[config.mk]
export PLATFORM = sky130hd
export DESIGN_NAME = sqd_lane
export DESIGN_NICKNAME = d
export VERILOG_FILES = /design/src/rtl/sqd_pkg.sv /design/src/rtl/sqd_lane.sv
export SDC_FILE = /design/constraint.sdc
export NUM_CORES = 2
export LEC_CHECK = 0
export BUFFER_PORTS_ARGS = -buffer_cell sky130_fd_sc_hd__buf_2
export CORE_MARGIN = 2
export CORE_UTILIZATION = 55
export CTS_CLUSTER_SIZE = 30
export DETAILED_ROUTE_END_ITERATION = 12
export PLACE_DENSITY_LB_ADDON = 0.3
export SYNTH_ARGS = -nofsm -noshare
export SYNTH_HDL_FRONTEND = slang
export SYNTH_SLANG_ARGS = --single-unit
export TNS_END_PERCENT = 5
[constraint.sdc]
create_clock -name clk -period 8.7 [get_ports clk]
set_input_delay 0.435 -clock clk [delete_from_list [all_inputs] [get_ports clk]]
set_output_delay 0.435 -clock clk [all_outputs]
set_load 0.02 [all_outputs]
[src/rtl/sqd_pkg.sv]
package sqd_pkg;

    // coordinate and lane geometry
    localparam int COORD_BITS = 16;
    localparam int NUM_A      = 4;
    localparam int NUM_B      = 4;
    localparam int ACC_BITS   = 48;
    localparam int DIFF_BITS  = COORD_BITS + 1;
    localparam int SQ_BITS    = 2 * COORD_BITS;
    localparam int COL_BITS   = $clog2(NUM_B);

    // stream widths
    localparam int S_DATA_BITS = (NUM_A + NUM_B) * COORD_BITS;
    localparam int M_DATA_BITS = NUM_A * ACC_BITS;

    // index of the final column of a tile
    localparam logic [COL_BITS-1:0] LAST_COL = COL_BITS'(NUM_B - 1);

    typedef logic signed [COORD_BITS-1:0] coord_t;
    typedef logic signed [DIFF_BITS-1:0]  diff_t;
    typedef logic [SQ_BITS-1:0]           sq_t;
    typedef logic [ACC_BITS-1:0]          acc_t;
    typedef acc_t                         col_sums_t [NUM_A];

    // per-cycle control from the top level to every lane
    typedef struct packed {
        logic adv;      // pipeline moves this cycle
        logic acc_en;   // squares in stage two are summed in
        logic acc_clr;  // tile ends: accumulators restart from zero
    } lane_ctrl_t;

    // saturating add of one square into an accumulator
    function automatic acc_t sat_add(input acc_t acc, input sq_t sq);
        logic [ACC_BITS:0] sum;
        begin
            sum = {1'b0, acc} + {(ACC_BITS + 1 - SQ_BITS)'(0), sq};
            sat_add = sum[ACC_BITS] ? {ACC_BITS{1'b1}} : sum[ACC_BITS-1:0];
        end
    endfunction

endpackage

[src/rtl/sqd_lane.sv]
module sqd_lane
    import sqd_pkg::*;
(
    input  logic       clk,
    input  logic       rst_n,
    input  lane_ctrl_t ctrl,
    input  coord_t     a [NUM_A],
    input  coord_t     b,
    output col_sums_t  sums
);

    diff_t                         diff_reg [NUM_A];
    logic signed [2*DIFF_BITS-1:0] prod     [NUM_A];
    sq_t                           sq_reg   [NUM_A];
    acc_t                          acc_reg  [NUM_A];
    acc_t                          acc_next [NUM_A];

    // stage one: exact differences against this lane's b point
    always_ff @(posedge clk)
    begin
        if (ctrl.adv)
        begin
            for (int i = 0; i < NUM_A; i++)
            begin
                diff_reg[i] <= diff_t'(a[i]) - diff_t'(b);
            end
        end
    end

    // full-width signed products, the square always fits in the low bits
    always_comb
    begin
        for (int i = 0; i < NUM_A; i++)
        begin
            prod[i] = diff_reg[i] * diff_reg[i];
        end
    end

    // stage two: squares, one multiplier per pair
    always_ff @(posedge clk)
    begin
        if (ctrl.adv)
        begin
            for (int i = 0; i < NUM_A; i++)
            begin
                sq_reg[i] <= prod[i][SQ_BITS-1:0];
            end
        end
    end

    // saturating sums, also handed to the merge stage at tile end
    always_comb
    begin
        for (int i = 0; i < NUM_A; i++)
        begin
            acc_next[i] = sat_add(acc_reg[i], sq_reg[i]);
            sums[i]     = acc_next[i];
        end
    end

    // accumulators
    always_ff @(posedge clk or negedge rst_n)
    begin
        if (!rst_n)
        begin
            for (int i = 0; i < NUM_A; i++)
            begin
                acc_reg[i] <= '0;
            end
        end
        else if (ctrl.acc_en)
        begin
            for (int i = 0; i < NUM_A; i++)
            begin
                acc_reg[i] <= ctrl.acc_clr ? '0 : acc_next[i];
            end
        end
    end

endmodule

* Yosys cells after proc, flatten, opt, wreduce, memory -nomap -nowiden
Memories as Yosys holds them, arrays and structs flattened.
Index checks and enable logic that the tools add are counted.
** Storage, ports and cells
- Register bits after elaboration :: 192
- RAM bits :: 196
- Input bits :: 85
- Output and inout bits :: 192
- Logic and storage cells :: 28
- Memories kept :: 2
** Memories
- sq_reg :: words 4, bits a word 32, rd ports 4, clocked after memory_dff 0, wr ports 4, RTL line sqd_lane.sv:14 : sq_t sq_reg [NUM_A];
- diff_reg :: words 4, bits a word 17, rd ports 4, clocked after memory_dff 0, wr ports 4, RTL line sqd_lane.sv:12 : diff_t diff_reg [NUM_A];
** Operators by class
- Add/subtract/negate cells :: 8
- $mul :: 4
- Multiplexer cells :: 10
** Operator list (number)
- two-way mux 48 bit :: 8
- adder 48 x 32 -> 49 bit :: 4
- multiplier 17 x 17 -> 32 bit :: 4
- subtractor 16 x 16 -> 17 bit :: 4
- two-way mux 1 bit :: 2

* Longest topological paths before layout
- Depth after elaboration :: 3
- Gate-level depth with buffers :: 26
- Depth with buffers taken out :: 25

* Worst setup path before layout
Ideal clock, no wire load.
- Kind :: register to register
- Start point :: memory diff_reg[2][4] (netlist bit)
- End point :: memory sq_reg[2][31] (netlist bit) (data pin)
- Library setup time :: 0.260 ns
- Arrival time :: 6.323 ns
- Required time :: 8.440 ns
- Setup slack :: 2.117 ns
- Stages on the path, launching flop included :: 26
- Buffers on the path :: 2
- Clock period less this slack :: 6.583 ns
- Cells stage by stage :: edfxtp_1 -> clkbuf_1 -> clkbuf_1 -> nand2_1 -> inv_1 -> fa_1 -> inv_1 -> fa_1 -> fa_1 -> inv_1 -> fa_1 -> fa_1 -> inv_1 -> fa_1 -> inv_1 -> ha_1 -> a21o_1 -> a21o_1 -> and2_1 -> a31o_2 -> a311oi_1 -> nor3_1 -> o31a_1 -> o31ai_1 -> o21ai_0 -> xnor2_1
** RTL lines (RTL line)
- start: declaration :: sqd_lane.sv:12
- end: declaration :: sqd_lane.sv:14

==> results.yml <==
route:
  via_count: 45500
  drc_errors: 0
  viasPerCell: 5.57
  wl_per_cell_um: 19.7
  wl_um: 161000
  drt_pass1_iterations: 5
  drtIter0Drc: 3140
  drtAntennaViolNets: 0
finish:
  syn2layout_area_growth_pct: 6.89
  drive_gt1_frac: 0.0679
  nets: 8290
  largest_reg_flops: 192
  n_fill_cell: 9495
synthesis:
  avgSynthCellArea_um2: 9.48
  yosys_most_used_dff: "edfxtp_1"
  synth_fa_ha_area_frac: 0.441
  synthXorXnorAreaFrac: 0.0503
  synthTopCellsByCount: "inv_1 (1387), fa_1 (1027), nand2_1 (591)"
  syn_nets: 8146
  yosysMostFrequentCell: "inv_1"
  synth_simple_gate_area_share: 0.121
  synth_area_leaders: "fa_1 (33%), ha_1 (11%), edfxtp_1 (9.4%), inv_1 (8.4%), dfrtp_1 (7.8%)"
  synth_top_cell_by_area: "fa_1"
  ys_warn_count: 0
  syn-instance-count: 6503
  synth-compound-area-share: 0.116
  synthArstFlopShare: 0.500
  synth_top_area_share: 0.334
  ys_seq_area_frac: 0.172
  ys_types: 88
  synth_seq_cells: 384
  synth_top_family_by_area: "adder cells"
  synthMuxAreaShare: 0.00266
  netlist_area_um2: 61600
  synth_edf_count: 192
sta:
  period_share: 0.824
  tightest_slew_ns: 1.16
  setup_tns_ns: 0
  slew_headroom: 0.226
  layout_min_cycle_time_ns: 7.17
  fmax_ghz: 0.140
  final-setup-viol-count: 0
  maxSlewViolCount: 0
  rsz0062_at_grt: "false"
  finalHoldViolCount: 0
  fin_skew_ns: 0.0175
critical_path:
  cp.required_ns: 9.05
  start_kind: "flop"
  critPathKind: "reg -> reg"
  cp_max_fo: 16
  cp.arrival_ns: 7.52
  setup.worst_path.end_class: "flop"
grt:
  grt_pass1_wl_um: 259000
  grtUsageTotal: 0.286
  antenna_found_initial: 19
  grt_max_degree: 80
  grt.overflow.total: 0
  grt_pass1_vias: 47000
floorplanning:
  design.die.area_um2: 115000
  start_util: 0.555
  rows: 122
  boundaryPins: 277
  die_w_um: 339
  die_y_um: 339
  fp.coreArea_um2: 111000
clock_network:
  post_cts_buffers: 0
  ctsHtreeMaxLevel: 2
  cts_tree: "built"
  clockBufferDepth: 3
  insertion_delay_ns: 0.63
  numCtsBuffers: 47
  clk_pin_slew_ns: 0.06
  cts-root-buf: "clkbuf_16"
  cts.sinks: 384
run:
  drv_cap: 0
place:
  gp_congestion: 0.935
  io_buffers: 276
  dp_hpwl_um: 130000
hold_path:
  hold_path_class: "in -> reg"
outcome:
  status: "completed"
==> worst max-delay path, cell delays in order (launching register included) <==
cell      delay [ns]
edfxtp_1        0.74
inv_1           0.24
nor2_1          0.27
inv_1           0.11
fa_1            0.52
inv_1           0.05
fa_1            0.45
fa_1            0.52
fa_1            0.44
fa_1            0.49
inv_1           0.04
fa_1            0.47
inv_1           0.04
ha_1            0.33
a21o_1          0.21
a21oi_1         0.15
nor2b_1         0.07
or4_1           0.40
a311oi_1        0.26
nor3_1          0.13
o31a_1          0.28
o31ai_1         0.36
o21ai_0         0.18
xnor2_1         0.15
==> path summary, 6_finish.rpt <==
check / from / end / slack [ns] / cells after the start
hold / removal: a[48] / diff_reg[0][0] / 0.25 / 4
setup reg to reg: diff_reg[2][15] / sq_reg[2][31] / 1.53 / 23
setup / recovery: diff_reg[2][15] / sq_reg[2][31] / 1.53 / 23
min in group asynchronous: rst_n / acc_reg[71] / 0.36 / 2
max in group asynchronous: rst_n / acc_reg[26] / 6.95 / 3
hold reg to reg: acc_reg[59] / acc_reg[59] / 0.50 / 1
==> per-layer routing <==
metal  global-route usage  routed length [um]  vias to the layer above
met5                    0                 171                        -
met1                0.404               69800                    22600
met3               0.0624               13800                      288
met4                0.102                6610                       28
li1                     -                   -                    21000
met2                0.437               71000                     1583
==> cell families (layout without fill, tap and decap cells) <==
group / count (synthesis) / count (layout)
other: 0 / 2
muxes: 15 / 15
AOI/OAI and AO/OA: 1051 / 1051
and+or+nand+nor: 1551 / 1551
xor gates and xnor gates: 354 / 354
buffers and inverters: 1590 / 1772
adders and majority gates: 1558 / 1558
DFF: 384 / 384
==> cell usage in the layout, fill, tap and decap left out, types with 25 or more instances in the layout <==
| cell type | n |
|---|---|
| inv_1 | 1387 |
| fa_1 | 1027 |
| nand2_1 | 591 |
| ha_1 | 531 |
| a21oi_1 | 279 |
| nor2_1 | 277 |
| buf_2 | 273 |
| xnor2_1 | 262 |
| and2_1 | 231 |
| dfrtp_1 | 192 |
| edfxtp_1 | 192 |
| o21ai_0 | 171 |
| a21o_1 | 121 |
| a22o_1 | 118 |
| xor2_1 | 92 |
| nand3_1 | 82 |
| and3_1 | 81 |
| nor2b_1 | 71 |
| nor3_1 | 57 |
| nand2b_1 | 53 |
| clkbuf_16 | 50 |
| a31oi_1 | 45 |
| o21a_1 | 39 |
| a211oi_1 | 39 |
| o21bai_1 | 33 |
| a31o_2 | 27 |
| a21boi_0 | 26 |
| or2_2 | 25 |
==> final cells by class <==
| type | instances | area (um2) | share of cell area |
|---|---|---|---|
| multi-input cells | 4529 | 45100 | 0.684 |
| clock inverters | 25 | 272 | 0.00412 |
| diodes | 2 | 5.00 | 0.0000760 |
| inverters | 1388 | 5210 | 0.0791 |
| flip-flops and latches | 384 | 10600 | 0.160 |
| repair buffers | 297 | 1560 | 0.0237 |
| well taps | 1488 | 1860 | 0.0283 |
| clock buffers | 62 | 1320 | 0.0200 |
==> per-stage QoR <==
stage	worst slack (ns)	area, um2	utilization	instances	hold slack [ns]
3_5_place_dp	1.60	64300	0.579	8085	0.439
3_3_place_gp	1.80	64300	0.579	8085	0.435
2_1_floorplan	2.12	61600	-	6503	0.139
5_1_grt	1.25	65900	0.594	8173	0.256
4_1_cts	1.59	65900	0.594	8173	0.212
6_report	1.53	65900	0.594	8175	0.248
==> timing repair <==
| item | CTS | global route |
|---|---|---|
| hold endpoints to repair | 58 | 0 |
| gates resized for setup | 0 | 0 |
| hold buffers | 1 | 0 |
Power is left out: the tool's default activity adds up to more than one toggle a clock period on the data nets, which glitch-free logic cannot reach.
